===== src/sv/jst_pkg.sv =====
// Shared types, event and error codes, and literal spelling tables for the
// JSON stream tokenizer. No dependencies.
`default_nettype none

package jst_pkg;

    // Nesting depth and result field widths
    localparam int NEST_W = 7;

    // Request kinds
    localparam logic ACT_BYTE = 1'b0;
    localparam logic ACT_END  = 1'b1;

    // Token events
    localparam logic [4:0] EV_NONE      = 5'd0;
    localparam logic [4:0] EV_OBJ_OPEN  = 5'd1;
    localparam logic [4:0] EV_OBJ_CLOSE = 5'd2;
    localparam logic [4:0] EV_ARR_OPEN  = 5'd3;
    localparam logic [4:0] EV_ARR_CLOSE = 5'd4;
    localparam logic [4:0] EV_KEY_BYTE  = 5'd5;
    localparam logic [4:0] EV_KEY_END   = 5'd6;
    localparam logic [4:0] EV_COLON     = 5'd7;
    localparam logic [4:0] EV_COMMA     = 5'd8;
    localparam logic [4:0] EV_STR_BYTE  = 5'd9;
    localparam logic [4:0] EV_STR_END   = 5'd10;
    localparam logic [4:0] EV_NUM_BYTE  = 5'd11;
    localparam logic [4:0] EV_NUM_END   = 5'd12;
    localparam logic [4:0] EV_LIT_BYTE  = 5'd13;
    localparam logic [4:0] EV_NULL      = 5'd14;
    localparam logic [4:0] EV_TRUE      = 5'd15;
    localparam logic [4:0] EV_FALSE     = 5'd16;
    localparam logic [4:0] EV_STR_OPEN  = 5'd17;
    localparam logic [4:0] EV_KEY_OPEN  = 5'd18;

    // Error codes
    localparam logic [1:0] ERR_NONE  = 2'd0;
    localparam logic [1:0] ERR_BYTE  = 2'd1;
    localparam logic [1:0] ERR_END   = 2'd2;
    localparam logic [1:0] ERR_DEPTH = 2'd3;

    // Literal kinds
    localparam logic [1:0] LIT_NULL  = 2'd0;
    localparam logic [1:0] LIT_TRUE  = 2'd1;
    localparam logic [1:0] LIT_FALSE = 2'd2;

    // Number scanner positions
    localparam logic [2:0] NUM_SIGN     = 3'd0;
    localparam logic [2:0] NUM_INT      = 3'd1;
    localparam logic [2:0] NUM_DOT      = 3'd2;
    localparam logic [2:0] NUM_FRAC     = 3'd3;
    localparam logic [2:0] NUM_EXP      = 3'd4;
    localparam logic [2:0] NUM_EXP_SIGN = 3'd5;
    localparam logic [2:0] NUM_EXP_DIG  = 3'd6;

    // Parser phase
    typedef enum logic [3:0] {
        PH_ROOT      = 4'd0,
        PH_ARR_FIRST = 4'd1,
        PH_OBJ_FIRST = 4'd2,
        PH_VALUE     = 4'd3,
        PH_KEY       = 4'd4,
        PH_IN_KEY    = 4'd5,
        PH_COLON     = 4'd6,
        PH_IN_STR    = 4'd7,
        PH_IN_NUM    = 4'd8,
        PH_IN_LIT    = 4'd9,
        PH_AFTER     = 4'd10
    } t_phase;

    // Parser state; top mirrors the kind bit on top of the nesting stack
    typedef struct packed {
        t_phase            phase;
        logic [NEST_W-1:0] nest;
        logic              top;
        logic [2:0]        npart;
        logic [1:0]        lkind;
        logic [2:0]        lpos;
        logic [1:0]        err;
    } t_state;

    // One result item
    typedef struct packed {
        logic [4:0]        ev;
        logic [7:0]        data;
        logic [NEST_W-1:0] nest;
        logic [1:0]        err;
        logic              done;
        logic              last;
    } t_result;

    localparam t_state ST_RESET = '{
        phase: PH_ROOT, nest: '0, top: 1'b0, npart: NUM_SIGN,
        lkind: LIT_NULL, lpos: 3'd0, err: ERR_NONE
    };

    // Length of each literal
    function automatic logic [2:0] lit_len(input logic [1:0] kind);
        logic [2:0] len;
        case (kind)
            LIT_FALSE: len = 3'd5;
            default:   len = 3'd4;
        endcase
        return len;
    endfunction

    // Spelling of each literal, one character per position
    function automatic logic [7:0] lit_char(input logic [1:0] kind, input logic [2:0] pos);
        logic [7:0] ch;
        case ({kind, pos})
            {LIT_NULL,  3'd0}: ch = 8'h6E; // n
            {LIT_NULL,  3'd1}: ch = 8'h75; // u
            {LIT_NULL,  3'd2}: ch = 8'h6C; // l
            {LIT_NULL,  3'd3}: ch = 8'h6C; // l
            {LIT_TRUE,  3'd0}: ch = 8'h74; // t
            {LIT_TRUE,  3'd1}: ch = 8'h72; // r
            {LIT_TRUE,  3'd2}: ch = 8'h75; // u
            {LIT_TRUE,  3'd3}: ch = 8'h65; // e
            {LIT_FALSE, 3'd0}: ch = 8'h66; // f
            {LIT_FALSE, 3'd1}: ch = 8'h61; // a
            {LIT_FALSE, 3'd2}: ch = 8'h6C; // l
            {LIT_FALSE, 3'd3}: ch = 8'h73; // s
            {LIT_FALSE, 3'd4}: ch = 8'h65; // e
            default:           ch = 8'h00;
        endcase
        return ch;
    endfunction

endpackage

`default_nettype wire


===== src/sv/jst_ram.sv =====
// Generic single-write, single-read RAM with registered read data.
// No dependencies.
`default_nettype none

module jst_ram #(
    parameter int WIDTH = 1,
    parameter int DEPTH = 64
) (
    input  wire logic                     i_clk,
    input  wire logic                     i_we,
    input  wire logic [$clog2(DEPTH)-1:0] i_waddr,
    input  wire logic [WIDTH-1:0]         i_wdata,
    input  wire logic [$clog2(DEPTH)-1:0] i_raddr,
    output logic      [WIDTH-1:0]         o_rdata
);

    logic [WIDTH-1:0] r_mem [DEPTH];
    logic [WIDTH-1:0] r_rdata;

    // Write port
    always_ff @(posedge i_clk) begin
        if (i_we) begin
            r_mem[i_waddr] <= i_wdata;
        end
    end

    // Registered read port
    always_ff @(posedge i_clk) begin
        r_rdata <= r_mem[i_raddr];
    end

    assign o_rdata = r_rdata;

endmodule

`default_nettype wire


===== src/sv/jst_step.sv =====
// Next-state and result logic for one request of the tokenizer.
// Depends on jst_pkg.
`default_nettype none

module jst_step import jst_pkg::*; #(
    parameter int STACK_DEPTH = 64
) (
    input  wire t_state      i_state,
    input  wire logic        i_action,
    input  wire logic [7:0]  i_byte,
    input  wire logic        i_below,
    input  wire logic [6:0]  i_max_depth,
    output t_state           o_state,
    output t_result          o_first,
    output t_result          o_main,
    output logic             o_two,
    output logic             o_push,
    output logic             o_push_kind
);

    localparam logic [7:0] CH_LBRACE = 8'h7B;
    localparam logic [7:0] CH_RBRACE = 8'h7D;
    localparam logic [7:0] CH_LBRACK = 8'h5B;
    localparam logic [7:0] CH_RBRACK = 8'h5D;
    localparam logic [7:0] CH_QUOTE  = 8'h22;
    localparam logic [7:0] CH_COLON  = 8'h3A;
    localparam logic [7:0] CH_COMMA  = 8'h2C;
    localparam logic [7:0] CH_PLUS   = 8'h2B;
    localparam logic [7:0] CH_MINUS  = 8'h2D;
    localparam logic [7:0] CH_DOT    = 8'h2E;
    localparam logic [7:0] CH_E_LO   = 8'h65;
    localparam logic [7:0] CH_E_UP   = 8'h45;
    localparam logic [7:0] CH_N      = 8'h6E;
    localparam logic [7:0] CH_T      = 8'h74;
    localparam logic [7:0] CH_F      = 8'h66;

    function automatic logic num_complete(input logic [2:0] part);
        return (part == NUM_INT) || (part == NUM_FRAC) || (part == NUM_EXP_DIG);
    endfunction

    always_comb begin
        t_state     s;
        logic [4:0] ev;
        logic       ws;
        logic       dig;
        logic       expo;
        logic       sign;
        logic       take;
        logic       done;
        logic       do_value;
        logic       do_after;
        logic       do_close;
        logic [1:0] k;
        logic [2:0] llen;

        s        = i_state;
        ev       = EV_NONE;
        done     = 1'b0;
        take     = 1'b0;
        do_value = 1'b0;
        do_after = 1'b0;
        do_close = 1'b0;
        o_two       = 1'b0;
        o_push      = 1'b0;
        o_push_kind = 1'b0;
        ws   = (i_byte == 8'd32) || ((i_byte >= 8'd9) && (i_byte <= 8'd13));
        dig  = (i_byte >= 8'h30) && (i_byte <= 8'h39);
        expo = (i_byte == CH_E_LO) || (i_byte == CH_E_UP);
        sign = (i_byte == CH_PLUS) || (i_byte == CH_MINUS);
        k    = (i_state.lkind == 2'd3) ? LIT_NULL : i_state.lkind;
        llen = lit_len(k);

        if (i_action == ACT_END) begin
            // End of text: flush a pending number, judge the document, restart
            if (s.err == ERR_NONE) begin
                if (s.phase == PH_IN_NUM && num_complete(s.npart)) begin
                    o_two   = 1'b1;
                    s.phase = PH_AFTER;
                end
                if (s.phase == PH_AFTER && s.nest == '0) begin
                    done = 1'b1;
                end else begin
                    s.err = ERR_END;
                end
            end
        end else if (s.err == ERR_NONE) begin
            // Dispatch on phase
            case (s.phase)
                PH_ROOT, PH_VALUE: begin
                    do_value = !ws;
                end
                PH_ARR_FIRST: begin
                    if (ws) begin
                        ev = EV_NONE;
                    end else if (i_byte == CH_RBRACK) begin
                        do_close = 1'b1;
                    end else begin
                        do_value = 1'b1;
                    end
                end
                PH_OBJ_FIRST, PH_KEY: begin
                    if (ws) begin
                        ev = EV_NONE;
                    end else if (i_byte == CH_RBRACE && s.phase == PH_OBJ_FIRST) begin
                        do_close = 1'b1;
                    end else if (i_byte == CH_QUOTE) begin
                        s.phase = PH_IN_KEY;
                        ev      = EV_KEY_OPEN;
                    end else begin
                        s.err = ERR_BYTE;
                    end
                end
                PH_IN_KEY: begin
                    if (i_byte == CH_QUOTE) begin
                        s.phase = PH_COLON;
                        ev      = EV_KEY_END;
                    end else begin
                        ev = EV_KEY_BYTE;
                    end
                end
                PH_COLON: begin
                    if (ws) begin
                        ev = EV_NONE;
                    end else if (i_byte == CH_COLON) begin
                        s.phase = PH_VALUE;
                        ev      = EV_COLON;
                    end else begin
                        s.err = ERR_BYTE;
                    end
                end
                PH_IN_STR: begin
                    if (i_byte == CH_QUOTE) begin
                        s.phase = PH_AFTER;
                        ev      = EV_STR_END;
                    end else begin
                        ev = EV_STR_BYTE;
                    end
                end
                PH_IN_NUM: begin
                    // Advance the number grammar
                    case (s.npart)
                        NUM_SIGN: begin
                            if (dig) begin s.npart = NUM_INT; take = 1'b1; end
                        end
                        NUM_INT: begin
                            if (dig) begin
                                take = 1'b1;
                            end else if (i_byte == CH_DOT) begin
                                s.npart = NUM_DOT; take = 1'b1;
                            end else if (expo) begin
                                s.npart = NUM_EXP; take = 1'b1;
                            end
                        end
                        NUM_DOT: begin
                            if (dig) begin s.npart = NUM_FRAC; take = 1'b1; end
                        end
                        NUM_FRAC: begin
                            if (dig) begin
                                take = 1'b1;
                            end else if (expo) begin
                                s.npart = NUM_EXP; take = 1'b1;
                            end
                        end
                        NUM_EXP: begin
                            if (sign) begin
                                s.npart = NUM_EXP_SIGN; take = 1'b1;
                            end else if (dig) begin
                                s.npart = NUM_EXP_DIG; take = 1'b1;
                            end
                        end
                        NUM_EXP_SIGN: begin
                            if (dig) begin s.npart = NUM_EXP_DIG; take = 1'b1; end
                        end
                        NUM_EXP_DIG: begin
                            take = dig;
                        end
                        default: begin
                            take = 1'b0;
                        end
                    endcase
                    if (take) begin
                        ev = EV_NUM_BYTE;
                    end else if (num_complete(i_state.npart)) begin
                        // Close the number, then treat the byte as following a value
                        o_two    = 1'b1;
                        s.phase  = PH_AFTER;
                        do_after = 1'b1;
                    end else begin
                        s.err = ERR_BYTE;
                    end
                end
                PH_IN_LIT: begin
                    if ((s.lpos < llen) && (i_byte == lit_char(k, s.lpos))) begin
                        s.lpos = s.lpos + 3'd1;
                        if (s.lpos == llen) begin
                            s.phase = PH_AFTER;
                            ev      = 5'(EV_NULL + 5'(k));
                        end else begin
                            ev = EV_LIT_BYTE;
                        end
                    end else begin
                        s.err = ERR_BYTE;
                    end
                end
                default: begin
                    do_after = 1'b1;
                end
            endcase

            // Start of a value
            if (do_value) begin
                if (i_byte == CH_LBRACE || i_byte == CH_LBRACK) begin
                    if ((s.nest >= i_max_depth) || (32'(s.nest) >= 32'(STACK_DEPTH))) begin
                        s.err = ERR_DEPTH;
                    end else begin
                        o_push      = 1'b1;
                        o_push_kind = (i_byte == CH_LBRACK);
                        s.top       = o_push_kind;
                        s.nest      = s.nest + 1'b1;
                        s.phase     = o_push_kind ? PH_ARR_FIRST : PH_OBJ_FIRST;
                        ev          = o_push_kind ? EV_ARR_OPEN : EV_OBJ_OPEN;
                    end
                end else if (i_byte == CH_QUOTE) begin
                    s.phase = PH_IN_STR;
                    ev      = EV_STR_OPEN;
                end else if (sign || dig) begin
                    s.npart = dig ? NUM_INT : NUM_SIGN;
                    s.phase = PH_IN_NUM;
                    ev      = EV_NUM_BYTE;
                end else if (i_byte == CH_N || i_byte == CH_T || i_byte == CH_F) begin
                    s.lkind = (i_byte == CH_N) ? LIT_NULL :
                              (i_byte == CH_T) ? LIT_TRUE : LIT_FALSE;
                    s.lpos  = 3'd1;
                    s.phase = PH_IN_LIT;
                    ev      = EV_LIT_BYTE;
                end else begin
                    s.err = ERR_BYTE;
                end
            end

            // Byte after a complete value
            if (do_after) begin
                if (ws) begin
                    ev = EV_NONE;
                end else if (s.nest == '0) begin
                    s.err = ERR_BYTE;
                end else if (i_byte == CH_COMMA) begin
                    s.phase = s.top ? PH_VALUE : PH_KEY;
                    ev      = EV_COMMA;
                end else if ((i_byte == CH_RBRACE && !s.top) ||
                             (i_byte == CH_RBRACK && s.top)) begin
                    do_close = 1'b1;
                end else begin
                    s.err = ERR_BYTE;
                end
            end

            // Pop one nesting level; the next kind down comes from the stack memory
            if (do_close) begin
                if (s.nest == '0) begin
                    s.err = ERR_BYTE;
                end else begin
                    ev      = s.top ? EV_ARR_CLOSE : EV_OBJ_CLOSE;
                    s.nest  = s.nest - 1'b1;
                    s.top   = i_below;
                    s.phase = PH_AFTER;
                end
            end
        end

        o_first = '{ev: EV_NUM_END, data: 8'd0, nest: i_state.nest, err: ERR_NONE,
                    done: 1'b0, last: 1'b0};
        if (i_action == ACT_END) begin
            o_main  = '{ev: EV_NONE, data: 8'd0, nest: s.nest, err: s.err,
                        done: done, last: 1'b1};
            o_state = ST_RESET;
        end else begin
            o_main  = '{ev: ev, data: i_byte, nest: s.nest, err: s.err,
                        done: 1'b0, last: 1'b1};
            o_state = s;
        end
    end

endmodule

`default_nettype wire


===== src/sv/jst_obuf.sv =====
// Four-entry result queue that takes one or two results per request and
// hands out one per cycle while i_ready is high. Depends on jst_pkg.
`default_nettype none

module jst_obuf import jst_pkg::*; (
    input  wire logic    i_clk,
    input  wire logic    i_rst_n,
    input  wire logic    i_push,
    input  wire logic    i_two,
    input  wire t_result i_first,
    input  wire t_result i_main,
    output logic         o_room,
    output logic         o_valid,
    input  wire logic    i_ready,
    output t_result      o_res
);

    t_result    r_buf [4];
    logic [1:0] r_wp;
    logic [1:0] r_rp;
    logic [2:0] r_cnt;
    logic [2:0] n_cnt;
    logic       pop;
    logic [2:0] add;

    assign o_valid = (r_cnt != 3'd0);
    assign o_room  = (r_cnt <= 3'd2);
    assign o_res   = r_buf[r_rp];
    assign pop     = o_valid && i_ready;
    assign add     = i_push ? (i_two ? 3'd2 : 3'd1) : 3'd0;
    assign n_cnt   = r_cnt + add - {2'd0, pop};

    // Advance pointers and fill count
    always_ff @(posedge i_clk) begin
        if (!i_rst_n) begin
            r_wp  <= 2'd0;
            r_rp  <= 2'd0;
            r_cnt <= 3'd0;
        end else begin
            r_wp  <= r_wp + add[1:0];
            r_rp  <= r_rp + {1'b0, pop};
            r_cnt <= n_cnt;
        end
    end

    // Store results in order
    always_ff @(posedge i_clk) begin
        if (i_push) begin
            if (i_two) begin
                r_buf[r_wp]        <= i_first;
                r_buf[r_wp + 2'd1] <= i_main;
            end else begin
                r_buf[r_wp] <= i_main;
            end
        end
    end

endmodule

`default_nettype wire


===== src/sv/json_stream_tokenizer.sv =====
// Top level of the JSON stream tokenizer: request register, parser state,
// nesting stack memory and result queue. Depends on jst_pkg, jst_ram,
// jst_step and jst_obuf.
//
//   channel   direction  handshake                  payload
//   request   in         i_in_valid / o_in_ready    i_action, i_text_byte
//   result    out        o_out_valid / i_out_ready  o_event_res .. o_last
//   config    in         i_cfg_we (no wait)         i_cfg_data (max_depth)
//
// One request per cycle while the result queue has room; a request giving two
// results (number end followed by the next byte) queues both. A request goes
// through the request register, then one pass of parser logic into the queue.
// The top-of-stack kind bit lives in a register and the next one down is kept
// pre-read from the stack memory, so a close never waits for a memory read.
// Reset is synchronous and clears state; no clearing pass runs. The request
// side stalls only while the result queue holds more than two results.
`default_nettype none

module json_stream_tokenizer import jst_pkg::*; #(
    parameter int STACK_DEPTH = 64
) (
    input  wire logic        i_clk,
    input  wire logic        i_rst_n,
    input  wire logic        i_in_valid,
    output logic             o_in_ready,
    input  wire logic        i_action,
    input  wire logic [7:0]  i_text_byte,
    output logic             o_out_valid,
    input  wire logic        i_out_ready,
    output logic [4:0]       o_event_res,
    output logic [7:0]       o_byte_out,
    output logic [6:0]       o_nest_level,
    output logic [1:0]       o_error_code,
    output logic             o_done_res,
    output logic             o_last,
    input  wire logic        i_cfg_we,
    input  wire logic [6:0]  i_cfg_data
);

    localparam int AW = $clog2(STACK_DEPTH);

    logic        r_in_valid;
    logic        r_action;
    logic [7:0]  r_byte;
    logic [6:0]  r_max_depth;
    t_state      r_state;
    t_state      n_state;
    t_state      step_state;
    t_result     first;
    t_result     main;
    t_result     head;
    logic        two;
    logic        push;
    logic        push_kind;
    logic        below;
    logic        room;
    logic        go;
    logic [31:0] rd_ext;
    logic [31:0] wr_ext;

    assign go         = r_in_valid && room;
    assign o_in_ready = !r_in_valid || go;
    assign n_state    = go ? step_state : r_state;

    // Hold the request until the parser takes it
    always_ff @(posedge i_clk) begin
        if (!i_rst_n) begin
            r_in_valid <= 1'b0;
        end else if (o_in_ready) begin
            r_in_valid <= i_in_valid;
        end
    end

    always_ff @(posedge i_clk) begin
        if (o_in_ready && i_in_valid) begin
            r_action <= i_action;
            r_byte   <= i_text_byte;
        end
    end

    // Depth limit register and parser state
    always_ff @(posedge i_clk) begin
        if (!i_rst_n) begin
            r_max_depth <= 7'd64;
            r_state     <= ST_RESET;
        end else begin
            if (i_cfg_we) begin
                r_max_depth <= i_cfg_data;
            end
            r_state <= n_state;
        end
    end

    jst_step #(
        .STACK_DEPTH (STACK_DEPTH)
    ) u_step (
        .i_state     (r_state),
        .i_action    (r_action),
        .i_byte      (r_byte),
        .i_below     (below),
        .i_max_depth (r_max_depth),
        .o_state     (step_state),
        .o_first     (first),
        .o_main      (main),
        .o_two       (two),
        .o_push      (push),
        .o_push_kind (push_kind)
    );

    // Nesting stack: push writes at the current depth, the read port keeps
    // the entry just below the new top
    assign wr_ext = 32'(r_state.nest);
    assign rd_ext = 32'(n_state.nest) - 32'd2;

    jst_ram #(
        .WIDTH (1),
        .DEPTH (STACK_DEPTH)
    ) u_stack (
        .i_clk   (i_clk),
        .i_we    (go && push),
        .i_waddr (wr_ext[AW-1:0]),
        .i_wdata (push_kind),
        .i_raddr (rd_ext[AW-1:0]),
        .o_rdata (below)
    );

    jst_obuf u_obuf (
        .i_clk   (i_clk),
        .i_rst_n (i_rst_n),
        .i_push  (go),
        .i_two   (two),
        .i_first (first),
        .i_main  (main),
        .o_room  (room),
        .o_valid (o_out_valid),
        .i_ready (i_out_ready),
        .o_res   (head)
    );

    assign o_event_res  = head.ev;
    assign o_byte_out   = head.data;
    assign o_nest_level = head.nest;
    assign o_error_code = head.err;
    assign o_done_res   = head.done;
    assign o_last       = head.last;

endmodule

`default_nettype wire

===== config.mk =====
export PLATFORM = sky130hd
export DESIGN_NAME = json_stream_tokenizer
export DESIGN_NICKNAME = d
export VERILOG_FILES = /design/src/sv/jst_pkg.sv /design/src/sv/jst_ram.sv /design/src/sv/jst_step.sv /design/src/sv/jst_obuf.sv /design/src/sv/json_stream_tokenizer.sv
export SDC_FILE = /design/constraint.sdc
export NUM_CORES = 1
export LEC_CHECK = 0
export ABC_AREA = 1
export BUFFER_PORTS_ARGS = -buffer_cell sky130_fd_sc_hd__buf_2
export CAP_MARGIN = 25
export CORE_MARGIN = 2
export CORE_UTILIZATION = 60
export CTS_CLUSTER_DIAMETER = 100
export DETAILED_ROUTE_END_ITERATION = 6
export GPL_TIMING_DRIVEN = 1
export PLACE_DENSITY_LB_ADDON = 0.2
export SLEW_MARGIN = 25
export SYNTH_ARGS = -nofsm -noshare
export SYNTH_HDL_FRONTEND = slang
export SYNTH_SLANG_ARGS = --single-unit

===== constraint.sdc =====
create_clock -name i_clk -period 8.1 [get_ports i_clk]
set_input_delay 0.81 -clock i_clk [delete_from_list [all_inputs] [get_ports i_clk]]
set_output_delay 0.81 -clock i_clk [all_outputs]
set_load 0.05 [all_outputs]

==> summary.txt, run 1 <==
Critical path
  • Crit path to: u_stack.o_rdata
  • FF-to-FF path depth: 28
  • CP arrival: 5.19 ns
  • Critical Path Source: r_state[11]
  • Slowest CP cell: ha_1
  • Critical path required time: 8.50 ns
  • Crit. End Element: flip-flop
  • CP Max Fanout: 18
  • CP Class: reg -> reg
  • FF-to-FF Start: r_state[11]
  • CP most frequent cell: nand3_1
  • Max stage delay on crit path: 0.44 ns
  • Startpoint Class: flip-flop
  • FF-to-FF setup slack: 3.32 ns
  • Worst reg2reg path endpoint: u_stack.o_rdata

Synthesis
  • Synth Flop Type: edfxtp_1
  • Post-Syn Instances: 1,449
  • FFs w/ async S/R, synth: 0%
  • Syn nets: 1,495
  • Syn Std Cell Area: 11,750 um2
  • Synth top area share: 42.18%
  • Seq/Total Area, Yosys: 49.33%
  • Syn_area_per_cell: 8.107 um2
  • Yosys reg bits: 207
  • Top cells by area, synth: edfxtp_1 42%, nor2_1 8.5%, nand2_1 8.2%, dfxtp_1 7.2%, nand3_1 5.6%
  • Yosys cell types: 49
  • Post-synth EDFFs: 165
  • Yosys top cell by area: edfxtp_1
  • YS warnings: 0

Cells and area
  • # diodes: 0
  • Layout cell share with drive strength beyond 1: 8.841%
  • Area grow syn2layout: 9.980%
  • Nets@finish: 1,523

Timing
  • Min Hold Slack: 0.4556 ns
  • RSZ-0062 raised after global routing: no
  • Ratio of final minimum period to clock period: 59.03%
  • Final hold violations: 0
  • Slew margin rel.: 27.13%
  • Setup TNS Final: 0 ns
  • Setup Skew: 0.01538 ns
  • Slew @ Worst Pin: 1.079 ns
  • Slew Viols, Final: 0
  • Fmax: 209.1 MHz
  • Min Tclk post-route: 4.782 ns
  • Final setup vio count: 0

CTS
  • CTS resizes: 0
  • Post-CTS Setup Inserts: 0
  • Worst-path clk slew: 0.06 ns
  • Clock Latency Late Sink: 0.51 ns
  • Clk buf depth: 3
  • CTS Hold Buffers Added: 0
  • CTS tree: built
  • Sink Count: 207
  • Clock root buffer: clkbuf_16
  • CTS buffer count: 22
  • Number of H-tree levels: 1

GRT
  • GRT Util Overall: 29.88%
  • First-pass GRT wire length: 48,270 um
  • Antenna violations before repair: 0
  • Pin count of the biggest net entering global routing: 51
  • Gr ovfl total: 0
  • Vias in the first global route: 9,254

Outcome
  • Run status: finished clean

Worst hold path
  • Hold Path Class: reg -> reg

Routing
  • Routed vias/inst: 5.878
  • Routed Wire Length: 31,220 um
  • Vias: 10,330
  • Initial DRC Count: 1,068
  • WL/cell: 17.76 um
  • Final ANT Viol Nets: 0
  • DRC violations left: 0
  • Pre-Repair DR Iteration Count: 7

Floorplan
  • Chip width: 143.9 um
  • Die extent in y: 143.9 um
  • Starting Density: 60.76%
  • IO Pins: 47
  • Rows: 51
  • Total core area: 19,330 um2
  • DIE AREA: 20,710 um2

Place
  • GPL Wtd Cong: 1.003
  • Port bufs: 46
  • Final HPWL DP: 21,860 um

Power and ir drop
  • Peak supply drop: 0.2168 mV
  • Power Total: 3.077 mW
  • Leakage power: 5.106 nW
  • Cell area power density: 238.2 nW/um2

Run
  • Total of max-cap violations: 0
## cell usage after synthesis, types with 6 or more instances
master and n:
o22ai_1 51, buf_2 7, dfxtp_1 42, inv_2 11, nand2_1 257, nand3_1 132
xor2_1 7, o21ai_0 99, edfxtp_1 165, nand4_1 12, nor4_1 6, nor2_4 6
buf_4 7, a21oi_1 44, nand2_2 6, clkinv_1 6, nand3b_1 25, nor3_1 21
clkbuf_1 36, inv_1 162, ha_1 24, nor2_1 265
## layout by cell type (no fill, tap or decap), types with 6 or more instances in the layout
| cell type | instances |
|---|---|
| inv_2 | 11 |
| buf_4 | 9 |
| nand3b_1 | 25 |
| nand2_1 | 256 |
| dfxtp_1 | 42 |
| o22ai_1 | 51 |
| nand3_1 | 132 |
| nor4_1 | 6 |
| buf_2 | 46 |
| a21oi_1 | 43 |
| o21ai_0 | 99 |
| nor3_1 | 21 |
| nand4_1 | 12 |
| clkbuf_16 | 23 |
| nor2_4 | 7 |
| inv_1 | 162 |
| nor2_1 | 264 |
| xor2_1 | 7 |
| clkinv_1 | 7 |
| edfxtp_1 | 165 |
| nand2_2 | 7 |
| ha_1 | 24 |
| clkbuf_1 | 6 |
## logic make-up (layout without fill, tap and decap cells)
logic type / Yosys count / in the layout / synth area share, %
simple gates: 739 / 739 / 27.60
fa+ha+maj: 25 / 25 / 2.727
flops: 207 / 207 / 49.33
xor+xnor: 11 / 11 / 0.8841
buf+inv: 233 / 277 / 7.956
compound gates: 234 / 234 / 11.50
## where the power goes
part	total (mW)	internal [mW]	switching [mW]
Clock	1.03	0.621	0.405
Combinational	0.816	0.196	0.620
Sequential	1.24	1.20	0.0376
## through the flow
stage	setup slack, ns	utilization, %	cells	instance area [um2]
final	3.318	66.82	1758	12920
after global routing	2.732	66.82	1758	12920
after CTS	3.321	66.72	1757	12900
after detailed placement	3.333	62.88	1717	12160
after global placement	3.497	62.73	1716	12130
after floorplan	3.937	-	1449	11750
## flip-flops by register name, summed over array words and instances (netlist names)
name and cells:
u_stack.r_mem 64, r_action 1, u_obuf.r_buf 96, r_max_depth 7, u_obuf.r_rp 2, u_stack.o_rdata 1, r_byte 8, u_obuf.r_cnt 3
r_state 22, u_obuf.r_wp 2, r_in_valid 1
## worst min-delay path by stage
stage	slack [ns]	start	depth (start not counted)	endpoint
finish	0.46	u_obuf.r_buf[1][0]	2	u_obuf.r_buf[1][0]
global route	0.47	i_text_byte[7]	1	r_byte[7]
CTS	0.45	u_obuf.r_buf[1][0]	2	u_obuf.r_buf[1][0]
detailed placement	0.44	u_obuf.r_buf[1][0]	2	u_obuf.r_buf[1][0]
global placement	0.43	u_obuf.r_buf[1][0]	2	u_obuf.r_buf[1][0]
floorplan	0.42	u_obuf.r_buf[1][0]	2	u_obuf.r_buf[1][0]
## area by class of cell
cell class	count	area, um2
Clock buffer	33	653.1
Fill cell	1659	6415
Multi-Input combinational cell	1009	5031
Clock inverter	7	90.09
Tap cell	265	331.6
Sequential cell	207	5796
Timing Repair Buffer	57	340.3
Inverter	180	678.2
## routing by layer
metal  track usage (%)  vias up  wire length (um)
li1                  -     4945                 -
met1             43.01     4867             13740
met2             47.97      481             14340
met3             4.732       40              2655
met4             6.708        0               491
met5                 0        -                 0
## worst max-delay path, delay by kind of cell (launching register included)
kind	cells	cell delay, ns
buf+inv	6	0.82
simple gates	16	1.86
fa+ha+maj	3	1.07
compound gates	3	0.54
flops	1	0.39
No activity file was read; power rests on OpenSTA's default activity.
==> inputs of run 2 (changes only) <==
CORE_UTILIZATION = 57   (was 60)
clock period = 4.1 ns   (was 8.1 ns; I/O delays follow)
==> summary.txt, run 2 (synthesis results as in run 1) <==
Outcome
  • Run status: finished clean

Routing
  • DRC violations left: 0
  • WL/cell: 17.87 um
  • Initial DRC Count: 1,003
  • Final ANT Viol Nets: 0
  • Routed vias/inst: 5.843
  • Routed Wire Length: 32,140 um
  • Pre-Repair DR Iteration Count: 5
  • Vias: 10,510

GRT
  • First-pass GRT wire length: 51,310 um
  • Vias in the first global route: 9,858
  • Antenna violations before repair: 0
  • GRT Util Overall: 29.57%
  • Pin count of the biggest net entering global routing: 65
  • Gr ovfl total: 0

Timing
  • Ratio of final minimum period to clock period: 91.89%
  • Slew Viols, Final: 0
  • Slew @ Worst Pin: 0.8998 ns
  • Fmax: 265.4 MHz
  • RSZ-0062 raised after global routing: yes
  • Final setup vio count: 0
  • Min Tclk post-route: 3.768 ns
  • Setup Skew: 0.01618 ns
  • Slew margin rel.: 39.94%
  • Setup TNS Final: 0 ns
  • Final hold violations: 0

Floorplan
  • Total core area: 20,230 um2
  • Starting Density: 58.06%
  • Die extent in y: 147.6 um
  • DIE AREA: 21,770 um2
  • Rows: 52
  • IO Pins: 47
  • Chip width: 147.6 um

Power and ir drop
  • Leakage power: 5.251 nW
  • Cell area power density: 454.8 nW/um2
  • Power Total: 5.971 mW
  • Peak supply drop: 0.3920 mV

CTS
  • CTS buffer count: 23
  • CTS tree: built
  • Number of H-tree levels: 1
  • Clock Latency Late Sink: 0.52 ns
  • Clock root buffer: clkbuf_16
  • Worst-path clk slew: 0.06 ns
  • Clk buf depth: 3
  • Sink Count: 207

Critical path
  • Crit. End Element: flip-flop
  • FF-to-FF setup slack: 0.33 ns
  • CP Max Fanout: 6
  • CP Depth: 29
  • Max stage delay on crit path: 0.49 ns
  • CP arrival: 4.18 ns
  • Critical path required time: 4.51 ns
  • FF-to-FF Start: r_byte[6]
  • Startpoint Class: flip-flop
  • Buf/Inv on CP: 5
  • CP most frequent cell: nand3_1
  • Slowest CP cell: edfxtp_1
  • CP Class: reg -> reg
  • Top delay family on crit path: simple AND/OR/NAND/NOR gates
  • Critical Path Source: r_byte[6]
  • Crit path to: u_stack.o_rdata
  • FF-to-FF path depth: 29
  • Worst reg2reg path endpoint: u_stack.o_rdata

Cells and area
  • Most frequent cells in the layout: 262 x nor2_1, 255 x nand2_1, 165 x edfxtp_1
  • Area grow syn2layout: 11.75%
  • Layout cell share with drive strength beyond 1: 11.18%
  • Number of fill cells in the layout: 1,708
  • Biggest regs: u_obuf.r_buf (96), u_stack.r_mem (64), r_state (22)
  • Nets@finish: 1,559
  • Commonest non-fill, non-tap cell in the layout: nor2_1
  • Max reg flops: 96
  • # diodes: 0
  • Biggest register: u_obuf.r_buf

Place
  • Port bufs: 46
  • Final HPWL DP: 22,600 um
  • GPL Wtd Cong: 0.9984

Worst hold path
  • Hold Path Class: in -> reg

Run
  • Total of max-cap violations: 0
-- run 2: area by class of cell --
| cell class | count | area (um2) | area share (%) |
|---|---|---|---|
| repair buffers | 92 | 588.1 | 4.480 |
| inverters | 180 | 680.7 | 5.185 |
| well taps | 270 | 337.8 | 2.573 |
| clock inverters | 10 | 60.06 | 0.4575 |
| clock buffers | 31 | 605.6 | 4.613 |
| flip-flops and latches | 207 | 5796 | 44.15 |
| multi-input cells | 1009 | 5060 | 38.54 |
-- run 2: report_power, final --
group	total (mW)	switching, mW	internal [mW]
registers	2.42	0.0584	2.37
clock network	1.88	0.835	1.04
logic	1.67	1.26	0.412
total	5.97	2.15	3.82
-- run 2: metal layers --
layer	part of all wire [%]	up-vias	global-route usage [%]	wire (um)
li1	-	5013	-	-
met1	44	4926	42.78	14270
met2	45	519	47.70	14580
met3	8.4	53	3.796	2710
met4	1.8	0	7.452	590
met5	0	-	0	0
-- run 2: repair_timing --
| item | in CTS | in global routing |
|---|---|---|
| buffers inserted | 0 | 2 |
| hold buffers | 0 | 0 |
| setup endpoints to repair | 0 | 9 |
| resized for setup | 0 | 12 |
-- run 2: worst min-delay path by stage --
stage               cells after the start            endpoint  slack [ns]               start
CTS                                     1           r_byte[6]        0.07      i_text_byte[6]
global route                            1           r_byte[5]        0.07      i_text_byte[5]
global placement                        2  u_obuf.r_buf[1][0]        0.43  u_obuf.r_buf[1][0]
floorplan                               2  u_obuf.r_buf[1][0]        0.42  u_obuf.r_buf[1][0]
detailed placement                      2  u_obuf.r_buf[1][0]        0.44  u_obuf.r_buf[1][0]
finish                                  1           r_byte[0]        0.07      i_text_byte[0]
-- run 2: stage by stage --
step                hold WS, ns  setup WS [ns]  utilization, %  instances  instance area (um2)
finish                  0.07447         0.3325           64.88       1799                13130
global route            0.06839       -0.02070           64.88       1799                13130
CTS                     0.06721        0.05619           64.62       1797                13080
detailed placement       0.4367        0.06502           61.33       1756                12410
global placement         0.4335         0.2041           61.33       1756                12410
floorplan                0.4219        0.02420               -       1449                11750
-- run 2: worst reg2reg max path, delay by kind of cell (launching register included) --
kind,cells,cell delay (ns)
and+or+nand+nor,22,2.22
buffers and inverters,5,0.56
adders and majority gates,1,0.17
DFF,1,0.49
AOI/OAI and AO/OA,1,0.25
